===== src/sv/ovor_pkg.sv =====
// ----------------------------------------------------------------------------
// ovor_pkg: shared types and constants
// Beat layouts, register indexes, mark codes and volume geometry for the
// octree voxel occupancy refine unit.
// ----------------------------------------------------------------------------
package ovor_pkg;

    // Volume geometry: one memory row holds all z voxels of one (x, y) column
    localparam int VOL_BITS   = 6;
    localparam int SIDE       = 1 << VOL_BITS;
    localparam int ROW_DEPTH  = SIDE * SIDE;
    localparam int ROW_AW     = 2 * VOL_BITS;
    localparam int COORD_BITS = 19;
    localparam int LVL_W      = 3;
    localparam int CFG_IDX_W  = 1;

    // Configuration register indexes
    localparam logic [CFG_IDX_W-1:0] CFG_FINEST = 1'b0;
    localparam logic [CFG_IDX_W-1:0] CFG_LOWEST = 1'b1;

    // Reset values of the configuration registers
    localparam logic [LVL_W-1:0] FINEST_RST = 3'd6;
    localparam logic [LVL_W-1:0] LOWEST_RST = 3'd0;

    // Item functions
    localparam logic FUNC_WRITE = 1'b0;
    localparam logic FUNC_QUERY = 1'b1;

    // Mark codes
    localparam logic [1:0] MARK_NONE     = 2'd0;
    localparam logic [1:0] MARK_UNMARKED = 2'd1;
    localparam logic [1:0] MARK_MARKED   = 2'd2;
    localparam logic [1:0] MARK_BAD      = 2'd3;

    typedef struct packed {
        logic        func;
        logic [5:0]  voxel_x;
        logic [5:0]  voxel_y;
        logic [5:0]  voxel_z;
        logic        voxel_bit;
        logic [18:0] octant_x;
        logic [18:0] octant_y;
        logic [18:0] octant_z;
        logic [4:0]  octant_level;
    } in_item_t;

    typedef struct packed {
        logic       refine;
        logic [1:0] mark;
        logic       out_of_volume;
    } out_item_t;

    typedef struct packed {
        logic [LVL_W-1:0] finest;
        logic [LVL_W-1:0] lowest;
    } cfg_t;

    // Sequencer to row memory
    typedef struct packed {
        logic              we;
        logic [ROW_AW-1:0] addr;
        logic [SIDE-1:0]   wdata;
    } mem_req_t;

    // Sequencer result toward the output register
    typedef struct packed {
        logic      valid;
        out_item_t item;
    } seq_res_t;

endpackage


===== src/sv/ovor_seq.sv =====
// ----------------------------------------------------------------------------
// ovor_seq: item sequencer
// Runs voxel writes as read-modify-write of one row, and queries as a level
// and clip step, then if needed a row-by-row scan through one masked row test.
// ----------------------------------------------------------------------------
module ovor_seq (
    input  logic                   clk,
    input  logic                   rst_n,
    input  logic                   start,
    input  ovor_pkg::in_item_t     in_item,
    input  ovor_pkg::cfg_t         cfg,
    input  logic [ovor_pkg::SIDE-1:0] rd_data,
    input  logic                   take,
    output ovor_pkg::mem_req_t     mem_req,
    output ovor_pkg::seq_res_t     res,
    output logic                   idle
);
    import ovor_pkg::*;

    localparam logic [2:0] S_IDLE  = 3'd0;
    localparam logic [2:0] S_SETUP = 3'd1;
    localparam logic [2:0] S_READ  = 3'd2;
    localparam logic [2:0] S_TEST  = 3'd3;
    localparam logic [2:0] S_WREAD = 3'd4;
    localparam logic [2:0] S_WMOD  = 3'd5;
    localparam logic [2:0] S_DONE  = 3'd6;

    typedef struct packed {
        logic                in_vol;
        logic                beyond;
        logic [VOL_BITS-1:0] lo;
        logic [VOL_BITS-1:0] hi;
    } axis_t;

    // Corner to voxel range on one axis, clipped to the volume
    function automatic axis_t clip(input logic [COORD_BITS-1:0] o,
                                   input logic [4:0] shift,
                                   input logic [7:0] tile);
        logic [COORD_BITS-1:0] c0;
        logic [COORD_BITS:0]   last;
        axis_t                 a;
        c0       = o >> shift;
        last     = {1'b0, c0} + {{(COORD_BITS-7){1'b0}}, tile} - 1'b1;
        a.in_vol = c0 < COORD_BITS'(SIDE);
        a.beyond = last >= (COORD_BITS+1)'(SIDE);
        a.lo     = c0[VOL_BITS-1:0];
        a.hi     = a.beyond ? VOL_BITS'(SIDE-1) : last[VOL_BITS-1:0];
        return a;
    endfunction

    logic [2:0]          state_reg, state_next;
    in_item_t            item_reg, item_next;
    logic [VOL_BITS-1:0] x_reg, x_next;
    logic [VOL_BITS-1:0] y_reg, y_next;
    logic [VOL_BITS-1:0] ylo_reg, ylo_next;
    logic [VOL_BITS-1:0] xhi_reg, xhi_next;
    logic [VOL_BITS-1:0] yhi_reg, yhi_next;
    logic [SIDE-1:0]     zmask_reg, zmask_next;
    logic                oov_reg, oov_next;
    logic                single_reg, single_next;
    out_item_t           res_reg, res_next;

    logic [4:0]          shift;
    logic [LVL_W-1:0]    tile_log;
    logic [7:0]          tile;
    axis_t               ax, ay, az;
    logic                lvl_above, lvl_below;
    logic                row_hit;
    logic                wr_in_vol;
    logic [SIDE-1:0]     merged;

    // Clip arithmetic for the held query
    always_comb
    begin
        shift     = 5'(COORD_BITS) - {2'b00, cfg.finest};
        tile_log  = cfg.finest - item_reg.octant_level[LVL_W-1:0];
        tile      = 8'd1 << tile_log;
        ax        = clip(item_reg.octant_x, shift, tile);
        ay        = clip(item_reg.octant_y, shift, tile);
        az        = clip(item_reg.octant_z, shift, tile);
        lvl_above = item_reg.octant_level > {2'b00, cfg.finest};
        lvl_below = item_reg.octant_level < {2'b00, cfg.lowest};
    end

    // Shared row test and write merge
    always_comb
    begin
        row_hit   = |(rd_data & zmask_reg);
        wr_in_vol = ({1'b0, item_reg.voxel_x} < 7'(SIDE)) &&
                    ({1'b0, item_reg.voxel_y} < 7'(SIDE)) &&
                    ({1'b0, item_reg.voxel_z} < 7'(SIDE));
        merged    = rd_data;
        merged[item_reg.voxel_z[VOL_BITS-1:0]] = item_reg.voxel_bit;
    end

    // Sequencer
    always_comb
    begin
        state_next  = state_reg;
        item_next   = item_reg;
        x_next      = x_reg;
        y_next      = y_reg;
        ylo_next    = ylo_reg;
        xhi_next    = xhi_reg;
        yhi_next    = yhi_reg;
        zmask_next  = zmask_reg;
        oov_next    = oov_reg;
        single_next = single_reg;
        res_next    = res_reg;
        mem_req.we    = 1'b0;
        mem_req.addr  = {x_reg, y_reg};
        mem_req.wdata = merged;
        case (state_reg)
            S_IDLE:
            begin
                if (start)
                begin
                    item_next  = in_item;
                    state_next = (in_item.func == FUNC_WRITE) ? S_WREAD : S_SETUP;
                end
            end
            S_WREAD:
            begin
                mem_req.addr = {item_reg.voxel_x[VOL_BITS-1:0],
                                item_reg.voxel_y[VOL_BITS-1:0]};
                state_next   = S_WMOD;
            end
            S_WMOD:
            begin
                mem_req.addr = {item_reg.voxel_x[VOL_BITS-1:0],
                                item_reg.voxel_y[VOL_BITS-1:0]};
                mem_req.we   = wr_in_vol;
                res_next     = '{refine: 1'b0, mark: MARK_NONE, out_of_volume: 1'b0};
                state_next   = S_DONE;
            end
            S_SETUP:
            begin
                if (lvl_above)
                begin
                    res_next   = '{refine: 1'b0, mark: MARK_NONE, out_of_volume: 1'b0};
                    state_next = S_DONE;
                end
                else if (lvl_below)
                begin
                    res_next   = '{refine: 1'b1, mark: MARK_NONE, out_of_volume: 1'b0};
                    state_next = S_DONE;
                end
                else if (!(ax.in_vol && ay.in_vol && az.in_vol))
                begin
                    res_next   = '{refine: 1'b0, mark: MARK_UNMARKED,
                                   out_of_volume: ax.beyond | ay.beyond | az.beyond};
                    state_next = S_DONE;
                end
                else
                begin
                    x_next      = ax.lo;
                    y_next      = ay.lo;
                    ylo_next    = ay.lo;
                    xhi_next    = ax.hi;
                    yhi_next    = ay.hi;
                    zmask_next  = ({SIDE{1'b1}} << az.lo) & ({SIDE{1'b1}} >> (~az.hi));
                    oov_next    = ax.beyond | ay.beyond | az.beyond;
                    single_next = (tile_log == '0);
                    state_next  = S_READ;
                end
            end
            S_READ:
            begin
                state_next = S_TEST;
            end
            S_TEST:
            begin
                if (row_hit)
                begin
                    res_next   = single_reg ?
                        out_item_t'{refine: 1'b0, mark: MARK_MARKED, out_of_volume: oov_reg} :
                        out_item_t'{refine: 1'b1, mark: MARK_NONE, out_of_volume: oov_reg};
                    state_next = S_DONE;
                end
                else if (y_reg != yhi_reg)
                begin
                    y_next     = y_reg + 1'b1;
                    state_next = S_READ;
                end
                else if (x_reg != xhi_reg)
                begin
                    x_next     = x_reg + 1'b1;
                    y_next     = ylo_reg;
                    state_next = S_READ;
                end
                else
                begin
                    res_next   = '{refine: 1'b0, mark: MARK_UNMARKED,
                                   out_of_volume: oov_reg};
                    state_next = S_DONE;
                end
            end
            S_DONE:
            begin
                if (take)
                begin
                    state_next = S_IDLE;
                end
            end
            default:
            begin
                state_next = S_IDLE;
            end
        endcase
    end

    // Control state
    always_ff @(posedge clk or negedge rst_n)
    begin
        if (!rst_n)
        begin
            state_reg <= S_IDLE;
        end
        else
        begin
            state_reg <= state_next;
        end
    end

    // Working payload
    always_ff @(posedge clk)
    begin
        item_reg   <= item_next;
        x_reg      <= x_next;
        y_reg      <= y_next;
        ylo_reg    <= ylo_next;
        xhi_reg    <= xhi_next;
        yhi_reg    <= yhi_next;
        zmask_reg  <= zmask_next;
        oov_reg    <= oov_next;
        single_reg <= single_next;
        res_reg    <= res_next;
    end

    assign res.valid = (state_reg == S_DONE);
    assign res.item  = res_reg;
    assign idle      = (state_reg == S_IDLE);

endmodule


===== config.mk =====
export PLATFORM = sky130hd
export DESIGN_NAME = ovor_seq
export DESIGN_NICKNAME = d
export VERILOG_FILES = /design/src/sv/ovor_pkg.sv /design/src/sv/ovor_seq.sv
export SDC_FILE = /design/constraint.sdc
export NUM_CORES = 1
export LEC_CHECK = 0
export ABC_CLOCK_PERIOD_IN_PS = 7400
export BUFFER_PORTS_ARGS = -buffer_cell sky130_fd_sc_hd__buf_2
export CORE_UTILIZATION = 56
export DETAILED_ROUTE_END_ITERATION = 10
export PLACE_DENSITY = 0.81
export SETUP_SLACK_MARGIN = 0.2
export SLEW_MARGIN = 20
export SYNTH_ARGS = -nofsm -noshare
export SYNTH_HDL_FRONTEND = slang
export SYNTH_SLANG_ARGS = --single-unit

===== constraint.sdc =====
create_clock -name clk -period 7.4 [get_ports clk]
set_input_delay 0 -clock clk [delete_from_list [all_inputs] [get_ports clk]]
set_output_delay 0 -clock clk [all_outputs]
set_load 0.05 [all_outputs]

### After elaboration in Yosys (flattened, before gate mapping)

Cells that the tools add are included.

| cells by class | value |
|---|---|
| magnitude comparators | 10 |
| shifts and indexed selects | 6 |
| bitwise operators | 7 |
| equal/unequal tests | 20 |
| multiplexer cells | 38 |
| add/sub/neg operators | 10 |
| reductions and logical operators | 15 |

Operators by type and width:

| kind | number |
|---|---|
| $and 64x64->64 | 2 |
| $mux 6 | 13 |
| $bwmux 64 | 1 |
| $reduce_or 64->1 | 1 |
| $shl 64x6->64 const A | 1 |
| $shr 64x6->64 const A | 1 |
| $add 19x8->20 | 3 |
| $ge 20x7->1 const B | 3 |
| $sub 20x1->20 const B | 3 |
| $lt 19x7->1 const B | 3 |
| $shr 19x5->19 | 3 |
| $mux 4 | 7 |
| $mux 3 | 9 |
| $pmux 6 s2 | 2 |
| $pmux 3 s7 | 1 |
| $ne 2x2->1 const B | 8 |
| $add 6x1->6 const B | 2 |
| $mux 12 | 1 |
| $ne 6x6->1 | 2 |
| $pmux 4 s3 | 1 |
| $eq 3x3->1 const B | 3 |
| $ne 3x3->1 const B | 3 |
| $reduce_and 4->1 | 2 |
| $shl 1x3->8 const A | 1 |
| 22 further kinds | 30 |

| storage, ports and cells | value |
|---|---|
| output and inout bits | 83 |
| flip-flop bits (word level) | 184 |
| word-level logic and storage cells | 126 |
| input bits | 156 |

### Longest topological paths before layout

Gate-level depths: netlist (run 1).

| logic depth | value |
|---|---|
| depth in word-level cells | 11 |
| mapped depth | 22 |
| depth with buffers taken out | 19 |

### Least setup slack after synthesis (run 1)

No wires, ideal clock.

| path | value |
|---|---|
| path kind | input -> register |
| start | input cfg[4] (netlist bit) |
| end | register oov_reg (enable) |
| stages | 9 |
| data required time | 6.873 ns |
| path buffers | 1 |
| library setup time | 0.527 ns |
| setup slack | 1.844 ns |
| arrival time | 5.029 ns |
| path through | clkbuf_1 inv_1 ha_1 nor2b_1 o21ai_0 a32oi_1 nor3_1 nand4_1 nor2_1 |

| on the way | value |
|---|---|
| longest elaborated chain between the ends | 6 |
| elaborated cells on any way between the ends | 12 |
| those cells by class | 1 x add/sub; 4 x order compare; 3 x shift; 1 x bitwise; 3 x reduce/logical |

Ends and longest elaborated chain:

| what | RTL line | text |
|---|---|---|
| start: declaration | ovor_seq.sv:11 | `input ovor_pkg::cfg_t cfg,` |
| $sub 5x3->5 | ovor_seq.sv:75 | `shift = 5'(COORD_BITS) - {2'b00, cfg.finest};` |
| $shr 19x5->19 | ovor_seq.sv:42 | `c0 = o >> shift;` |
| $lt 19x7->1 | ovor_seq.sv:44 | `a.in_vol = c0 < COORD_BITS'(SIDE);` |
| $logic_and 1x1->1 (2 in a row) | ovor_seq.sv:148 | `else if (!(ax.in_vol && ay.in_vol && az.in_vol))` |
| $reduce_and 4->1 (no source line) * | -- |  |
| end signal: assignment | ovor_seq.sv:235 | `oov_reg <= oov_next;` |
| end: declaration | ovor_seq.sv:59 | `logic oov_reg, oov_next;` |

Mark *: on every way between the ends. The rest lies on a longest branch, timed or not.
A chain may end at the register's enable or synchronous reset.

### Final worst setup path (run 1)

| path | value |
|---|---|
| start | register item_reg[23] (netlist bit) |
| end | register zmask_reg[22] (data pin) |

| on the way | value |
|---|---|
| longest elaborated chain between the ends | 8 |
| elaborated cells on any way between the ends | 9 |
| those cells by class | 2 x add/sub; 1 x order compare; 3 x shift; 1 x mux; 2 x bitwise |

Ends and longest elaborated chain:

| what | RTL line | text |
|---|---|---|
| start: declaration | ovor_seq.sv:52 | `in_item_t item_reg, item_next;` |
| start signal: assignment | ovor_seq.sv:228 | `item_reg <= item_next;` |
| $shr 19x5->19 * | ovor_seq.sv:42 |  |
| $add 19x8->20 | ovor_seq.sv:43 | `last = {1'b0, c0} + {{(COORD_BITS-7){1'b0}}, tile} - 1'b1;` |
| $sub 20x1->20 | ovor_seq.sv:43 |  |
| $ge 20x7->1 | ovor_seq.sv:45 | `a.beyond = last >= (COORD_BITS+1)'(SIDE);` |
| $mux 6 | ovor_seq.sv:47 | `a.hi = a.beyond ? VOL_BITS'(SIDE-1) : last[VOL_BITS-1:0];` |
| $not 6->6 | ovor_seq.sv:161 | `zmask_next = ({SIDE{1'b1}} << az.lo) & ({SIDE{1'b1}} >> (~az.hi));` |
| $shr 64x6->64 | ovor_seq.sv:161 |  |
| $and 64x64->64 * | ovor_seq.sv:161 |  |
| end signal: assignment | ovor_seq.sv:234 | `zmask_reg <= zmask_next;` |
| end: declaration | ovor_seq.sv:58 | `logic [SIDE-1:0] zmask_reg, zmask_next;` |

Marked as above.

==> results of run 1 <==
-- cells in the final DEF, fill, tap and decap left out, types with 37 or more instances in the layout --
cell and count:
conb_1 44, buf_2 202, mux2_2 88, o21ai_0 37, dlygate4sd3_1 50, a21oi_1 52, nand2_1 69, inv_1 73
nor2_1 136, ha_1 72, edfxtp_1 145
-- cell families (layout without fill, tap and decap cells) --
group,Yosys count,after routing,synth area share
multiplexers,109,109,0.114
buffers and inverters,122,364,0.0438
AND/OR/NAND/NOR,366,366,0.161
other,2,44,0.000677
flip-flops,148,148,0.399
XOR/XNOR,40,40,0.0316
adder cells (fa/ha/maj),76,76,0.0884
AO/OA/AOI/OAI,250,250,0.161
-- cells in the mapped netlist (24+ instances only) --
cell | instances | share of area
nor2_1 | 137 | 0.046
a21oi_1 | 52 | 0.023
nand2_1 | 69 | 0.023
clkbuf_1 | 34 | 0.012
mux2_2 | 88 | 0.089
o21ai_0 | 37 | 0.017
ha_1 | 72 | 0.081
edfxtp_1 | 145 | 0.39
a221oi_1 | 36 | 0.028
a211oi_1 | 28 | 0.019
nor3_1 | 25 | 0.011
xnor2_1 | 24 | 0.019
inv_1 | 73 | 0.025
-- stage by stage --
step | utilization | power, mW | worst slack (ns) | instances | area, um2
floorplan | - | 2.11 | 1.84 | 1155 | 11300
global placement | 0.639 | 2.44 | 1.85 | 1580 | 12400
detailed placement | 0.639 | 2.46 | 1.74 | 1580 | 12400
CTS | 0.694 | 3.32 | 1.88 | 1662 | 13500
global route | 0.695 | 3.51 | 1.49 | 1662 | 13500
finish | 0.695 | 3.36 | 1.64 | 1662 | 13500
-- metal layers --
layer  GRT usage  part of all wire  vias to the layer above
li1            -                 -                     4688
met1       0.425              0.41                     4752
met2       0.560              0.49                      503
met3      0.0734             0.075                       73
met4       0.137             0.028                        0
met5           0                 0                        -
-- final cells by class --
| type | count | area (um2) | share of cell area |
|---|---|---|---|
| Clock inverter | 14 | 145 | 0.0107 |
| Multi-Input combinational cell | 885 | 6350 | 0.470 |
| Sequential cell | 148 | 4430 | 0.328 |
| Timing Repair Buffer | 257 | 1550 | 0.115 |
| Clock buffer | 18 | 429 | 0.0318 |
| Tap cell | 265 | 332 | 0.0245 |
| Inverter | 75 | 282 | 0.0208 |
-- path summary, 6_finish.rpt --
check,start,endpoint,slack [ns],cells past startpoint
max,item_reg[23]$_DFFE_PP_,zmask_reg[22]$_DFFE_PP_,1.64,16
min,in_item[80],item_reg[80]$_DFFE_PP_,0.27,2
max reg2reg,item_reg[23]$_DFFE_PP_,zmask_reg[22]$_DFFE_PP_,1.64,16
min in group asynchronous,rst_n,state_reg[1]$_DFFE_PN0P_,0.46,3
max in group asynchronous,rst_n,state_reg[0]$_DFFE_PN0P_,6.78,3
min reg2reg,ylo_reg[4]$_DFFE_PP_,y_reg[4]$_DFFE_PP_,0.60,2
-- worst register-to-register path: stages (launching register included) --
cell	delay (ns)
edfxtp_1	0.46
mux2_2	0.21
a22oi_1	0.20
nor2_1	0.82
inv_1	0.51
ha_1	0.43
inv_1	0.04
ha_1	0.33
a21o_1	0.13
nand2_1	0.06
and3_1	0.16
or4_4	0.43
a2111oi_4	0.36
buf_4	0.30
and2_1	0.70
o21ai_1	0.14
and3_1	0.21
-- power groups by stage --
| stage | Sequential [mW] | Combinational (mW) | Clock, mW |
|---|---|---|---|
| after global placement | 1.07 | 1.37 | 0 |
| after detailed placement | 1.07 | 1.39 | 0 |
| after floorplan | 1.07 | 1.04 | 0 |
| after global routing | 1.06 | 1.57 | 0.878 |
| after CTS | 1.05 | 1.42 | 0.850 |
| final | 1.06 | 1.46 | 0.843 |
==> flow_metrics.py, run 1 <==
metrics = {
    "drt": {
        "via_per_inst": 6.03,
        "initialDrtViolationCount": 918,
        "wl_um": 33600,
        "vias": 10000,
        "wl_per_cell_um": 20.2,
        "dr.pass1.iters": 6,
        "drc": 0,
        "ant_nets": 0,
    },
    "placement": {
        "dp_hpwl_um": 24900,
        "gp_congestion": 0.961,
        "port_buffers": 202,
    },
    "clock_network": {
        "cts_resized": 0,
        "hold_buffers": 50,
        "cts_buffer_depth": 2,
        "postCtsSetupBuffers": 0,
        "htree_num_levels": 4,
        "clock_latency_ns": 0.44,
        "clock-root-buffer": "clkbuf_16",
        "cts_buffers": 17,
        "cts_tree": "built",
        "clk_pin_slew_ns": 0.07,
        "clock-sinks": 148,
    },
    "power": {
        "power_frac_clock": 0.251,
        "p_int_mw": 1.98,
        "ir_worst_vdd_uv": 199,
        "power_density_nw_per_um2": 248,
        "p_leak_nw": 5.50,
        "seq_power_share": 0.315,
        "power.switching_mw": 1.38,
        "swShare": 0.411,
        "pwr-share-comb": 0.434,
    },
    "synthesis": {
        "synth_area_um2": 11100,
        "ys.warnings.count": 0,
        "ys_seq_elements": 148,
        "yosysSeqAreaShare": 0.399,
        "synth_ff_type": "edfxtp_1",
        "avgSynthCellArea_um2": 9.97,
        "synth_edf_count": 145,
        "async_reset_ff_frac": 0.0203,
        "synth.distinct_cells": 80,
        "syn_inst": 1113,
    },
    "status": {
        "status": "finished clean",
    },
    "critical_path": {
        "critPathLaunchType": "flip-flop",
        "critPathMaxStageDelay_ns": 0.82,
        "worstPathArrival_ns": 5.94,
        "worstPathMaxFanout": 19,
        "critPathKind": "flip-flop to flip-flop",
        "crit_buf_inv": 3,
        "required_ns": 7.58,
        "cp-end-kind": "flip-flop",
        "crit_family": "simple AND/OR/NAND/NOR gates",
        "slowest_stage": "nor2_1",
        "cp_cell_sequence": "mux2_2, a22oi_1, nor2_1, inv_1, ha_1, inv_1, ha_1, a21o_1, nand2_1, and3_1, or4_4, a2111oi_4, buf_4, and2_1, o21ai_1, and3_1",
    },
    "final_layout": {
        "largest_register_ffs": 64,
        "diodes": 0,
        "areaGrowthSynthToFinish_pct": 21.8,
        "finalNetCount": 1616,
        "fill_cells": 1470,
        "layout-drive-gt1-share": 0.254,
    },
    "sta": {
        "final_max_slew_viol_count": 0,
        "period_needed_ns": 5.76,
        "tightest_slew_ns": 1.02,
        "holdWs_ns": 0.266,
        "max_slew_margin": 0.318,
        "rsz0062_at_grt": "false",
        "setup_viol": 0,
        "setup_tns_ns": 0,
        "clock_skew_ns": 0.0109,
        "max_freq_mhz": 174,
        "hold_viol_final": 0,
        "timing.final.crit_share": 0.778,
    },
    "global_route": {
        "grt_pass1_wl_um": 51300,
        "grt_pass1_vias": 9381,
        "grt_max_degree": 74,
        "antenna_found_initial": 0,
        "grt_usage": 0.336,
        "grt_overflow": 0,
    },
    "hold_path": {
        "worstHoldPathType": "input pin to flip-flop",
    },
    "floorplan": {
        "placementRows": 51,
        "coreArea_um2": 19500,
        "die_w_um": 143,
        "dieArea_um2": 20400,
        "die-height_um": 143,
        "start_util": 0.570,
        "io_pins": 239,
    },
    "flow_run": {
        "maxCapViolCount": 0,
    },
}
Power figures use the tool's default switching activity.
==> run 2: changes to the inputs <==
--- a/config.mk
+++ b/config.mk
@@ -5,7 +5,7 @@
 export SDC_FILE = /design/constraint.sdc
 export NUM_CORES = 1
 export LEC_CHECK = 0
-export ABC_CLOCK_PERIOD_IN_PS = 7400
+export ABC_CLOCK_PERIOD_IN_PS = 5500
 export BUFFER_PORTS_ARGS = -buffer_cell sky130_fd_sc_hd__buf_2
 export CORE_UTILIZATION = 56
 export DETAILED_ROUTE_END_ITERATION = 10
==> constraint.sdc (replaced) <==
create_clock -name clk -period 5.5 [get_ports clk]
set_input_delay 0 -clock clk [delete_from_list [all_inputs] [get_ports clk]]
set_output_delay 0 -clock clk [all_outputs]
set_load 0.05 [all_outputs]
==> run 2 against run 1 <==
  * Clock power is 28% higher
  * Clock skew is 0.0022 ns higher
  * Highest routed layer is now met5
  * Register-to-register slack worse by 1.1 ns
  * Critical path type unchanged
==> flow_metrics.py, run 2 (same netlist as run 1, synthesis figures left out) <==
metrics = {
    "status": {
        "status": "finished clean",
    },
    "power": {
        "power_mw": 4.49,
        "pwr-share-comb": 0.443,
        "power.switching_mw": 1.85,
        "seq_power_share": 0.316,
        "p_int_mw": 2.64,
        "power_frac_clock": 0.240,
        "p_leak_nw": 5.59,
        "swShare": 0.412,
        "power_density_nw_per_um2": 329,
        "ir_worst_vdd_uv": 231,
    },
    "clock_network": {
        "clock_latency_ns": 0.43,
        "cts_buffers": 17,
        "cts_buffer_depth": 2,
        "htree_num_levels": 4,
        "cts_tree": "built",
        "cts_resized": 0,
        "clock-root-buffer": "clkbuf_16",
        "clk_pin_slew_ns": 0.06,
        "clock-sinks": 148,
    },
    "critical_path": {
        "critPathCapture": "res[0]$_DFFE_PP_",
        "worstPathArrival_ns": 5.19,
        "timing.rr.end": "res[0]$_DFFE_PP_",
        "worstPathMaxFanout": 7,
        "cp-end-kind": "flip-flop",
        "required_ns": 5.75,
        "critPathKind": "flip-flop to flip-flop",
        "rrSetupSlack_ns": 0.56,
        "worstRegToRegCells": 16,
        "crit_path_start": "item_reg[0]$_DFFE_PP_",
        "reg2reg_from": "item_reg[0]$_DFFE_PP_",
        "critPathLaunchType": "flip-flop",
    },
    "global_route": {
        "grt_pass1_vias": 9544,
        "grt_max_degree": 85,
        "grt_overflow": 0,
        "grt_usage": 0.329,
        "antenna_found_initial": 1,
        "grt_pass1_wl_um": 50500,
    },
    "final_layout": {
        "stdcell_area_um2": 13700,
        "post-route-util": 0.701,
        "finalNetCount": 1636,
        "layout-drive-gt1-share": 0.265,
        "final_common_cell": "buf_2",
        "areaGrowthSynthToFinish_pct": 23.0,
        "diodes": 0,
        "fill_cells": 1456,
        "final_cell_mix": "202 x buf_2, 145 x edfxtp_1, 136 x nor2_1",
        "largest_register_ffs": 64,
    },
    "sta": {
        "max_freq_mhz": 202,
        "tightest_slew_ns": 1.03,
        "timing.final.crit_share": 0.899,
        "period_needed_ns": 4.94,
        "rsz0062_at_grt": "false",
        "setup_tns_ns": 0,
        "hold_viol_final": 0,
        "setup_viol": 0,
        "max_slew_margin": 0.313,
        "clock_skew_ns": 0.0131,
        "final_max_slew_viol_count": 0,
        "timing.final.ws_setup_ns": 0.556,
    },
    "drt": {
        "via_per_inst": 6.07,
        "wl_um": 33600,
        "wl_per_cell_um": 20.0,
        "vias": 10200,
        "drc": 0,
        "ant_nets": 0,
        "dr.pass1.iters": 7,
        "initialDrtViolationCount": 748,
    },
    "placement": {
        "placed_area_um2": 12600,
        "dp_slack_ns": 0.604,
        "dp_hpwl_um": 25200,
        "gp_congestion": 0.959,
        "port_buffers": 202,
    },
    "floorplan": {
        "die-height_um": 143,
        "dieArea_um2": 20400,
        "coreArea_um2": 19500,
        "placementRows": 51,
        "die_w_um": 143,
        "start_util": 0.570,
        "io_pins": 239,
    },
    "hold_path": {
        "worstHoldPathType": "input pin to flip-flop",
        "whs_path_depth": 2,
    },
    "flow_run": {
        "maxCapViolCount": 0,
    },
}
## run 2: how the worst min path moves through the flow
stage | start | end
after floorplan | rst_n | state_reg[0]$_DFFE_PN0P_
after global placement | rst_n | state_reg[1]$_DFFE_PN0P_
after detailed placement | rst_n | state_reg[1]$_DFFE_PN0P_
after CTS | in_item[69] | item_reg[69]$_DFFE_PP_
after global routing | in_item[36] | item_reg[36]$_DFFE_PP_
final | in_item[69] | item_reg[69]$_DFFE_PP_
## run 2: critical path, cell delays in order, from the launching register on
cell and delay, ns:
edfxtp_1 0.40, ha_1 0.22, fa_1 0.42, xor2_1 0.33, nand2_1 0.20, ha_1 0.32, inv_1 0.04, ha_1 0.23
fa_1 0.43, a211oi_1 0.43, o211ai_1 0.14, a311o_1 0.38, and3_1 0.23, o211a_1 0.24, o2111a_1 0.27, and3_1 0.26
a31oi_1 0.20
## run 2: cell type report
type	count	area (um2)	share of cell area
flip-flops and latches	148	4430	0.324
inverters	75	282	0.0206
clock inverters	15	121	0.00889
multi-input cells	885	6350	0.465
well taps	265	332	0.0243
repair buffers	277	1710	0.125
clock buffers	17	425	0.0312
## run 2: per-stage QoR
stage	hold WS, ns	cells
after floorplan	-0.296	1155
after global placement	-0.204	1600
after detailed placement	-0.201	1600
after CTS	0.259	1682
after global routing	0.274	1682
final	0.273	1682
## run 2: metal layers
metal | up-vias | track usage | part of all wire | wire length (um)
li1 | 4731 | - | - | -
met1 | 4829 | 0.395 | 0.40 | 13600
met2 | 537 | 0.577 | 0.49 | 16400
met3 | 108 | 0.0456 | 0.064 | 2150
met4 | 2 | 0.167 | 0.042 | 1420
met5 | - | 0 | 0.00039 | 13
## run 2: repair_timing
action,4_1_cts,5_1_grt
hold endpoints to repair,51,0
buffers inserted,0,0
setup endpoints to repair,0,0
hold buffers,50,0
## run 2: power groups by stage
| stage | Clock (mW) | Sequential, mW | Combinational, mW |
|---|---|---|---|
| after global routing | 1.12 | 1.43 | 2.15 |
| after detailed placement | 0 | 1.44 | 1.90 |
| after CTS | 1.08 | 1.42 | 1.94 |
| final | 1.08 | 1.42 | 1.99 |
| after global placement | 0 | 1.44 | 1.87 |
| after floorplan | 0 | 1.44 | 1.40 |
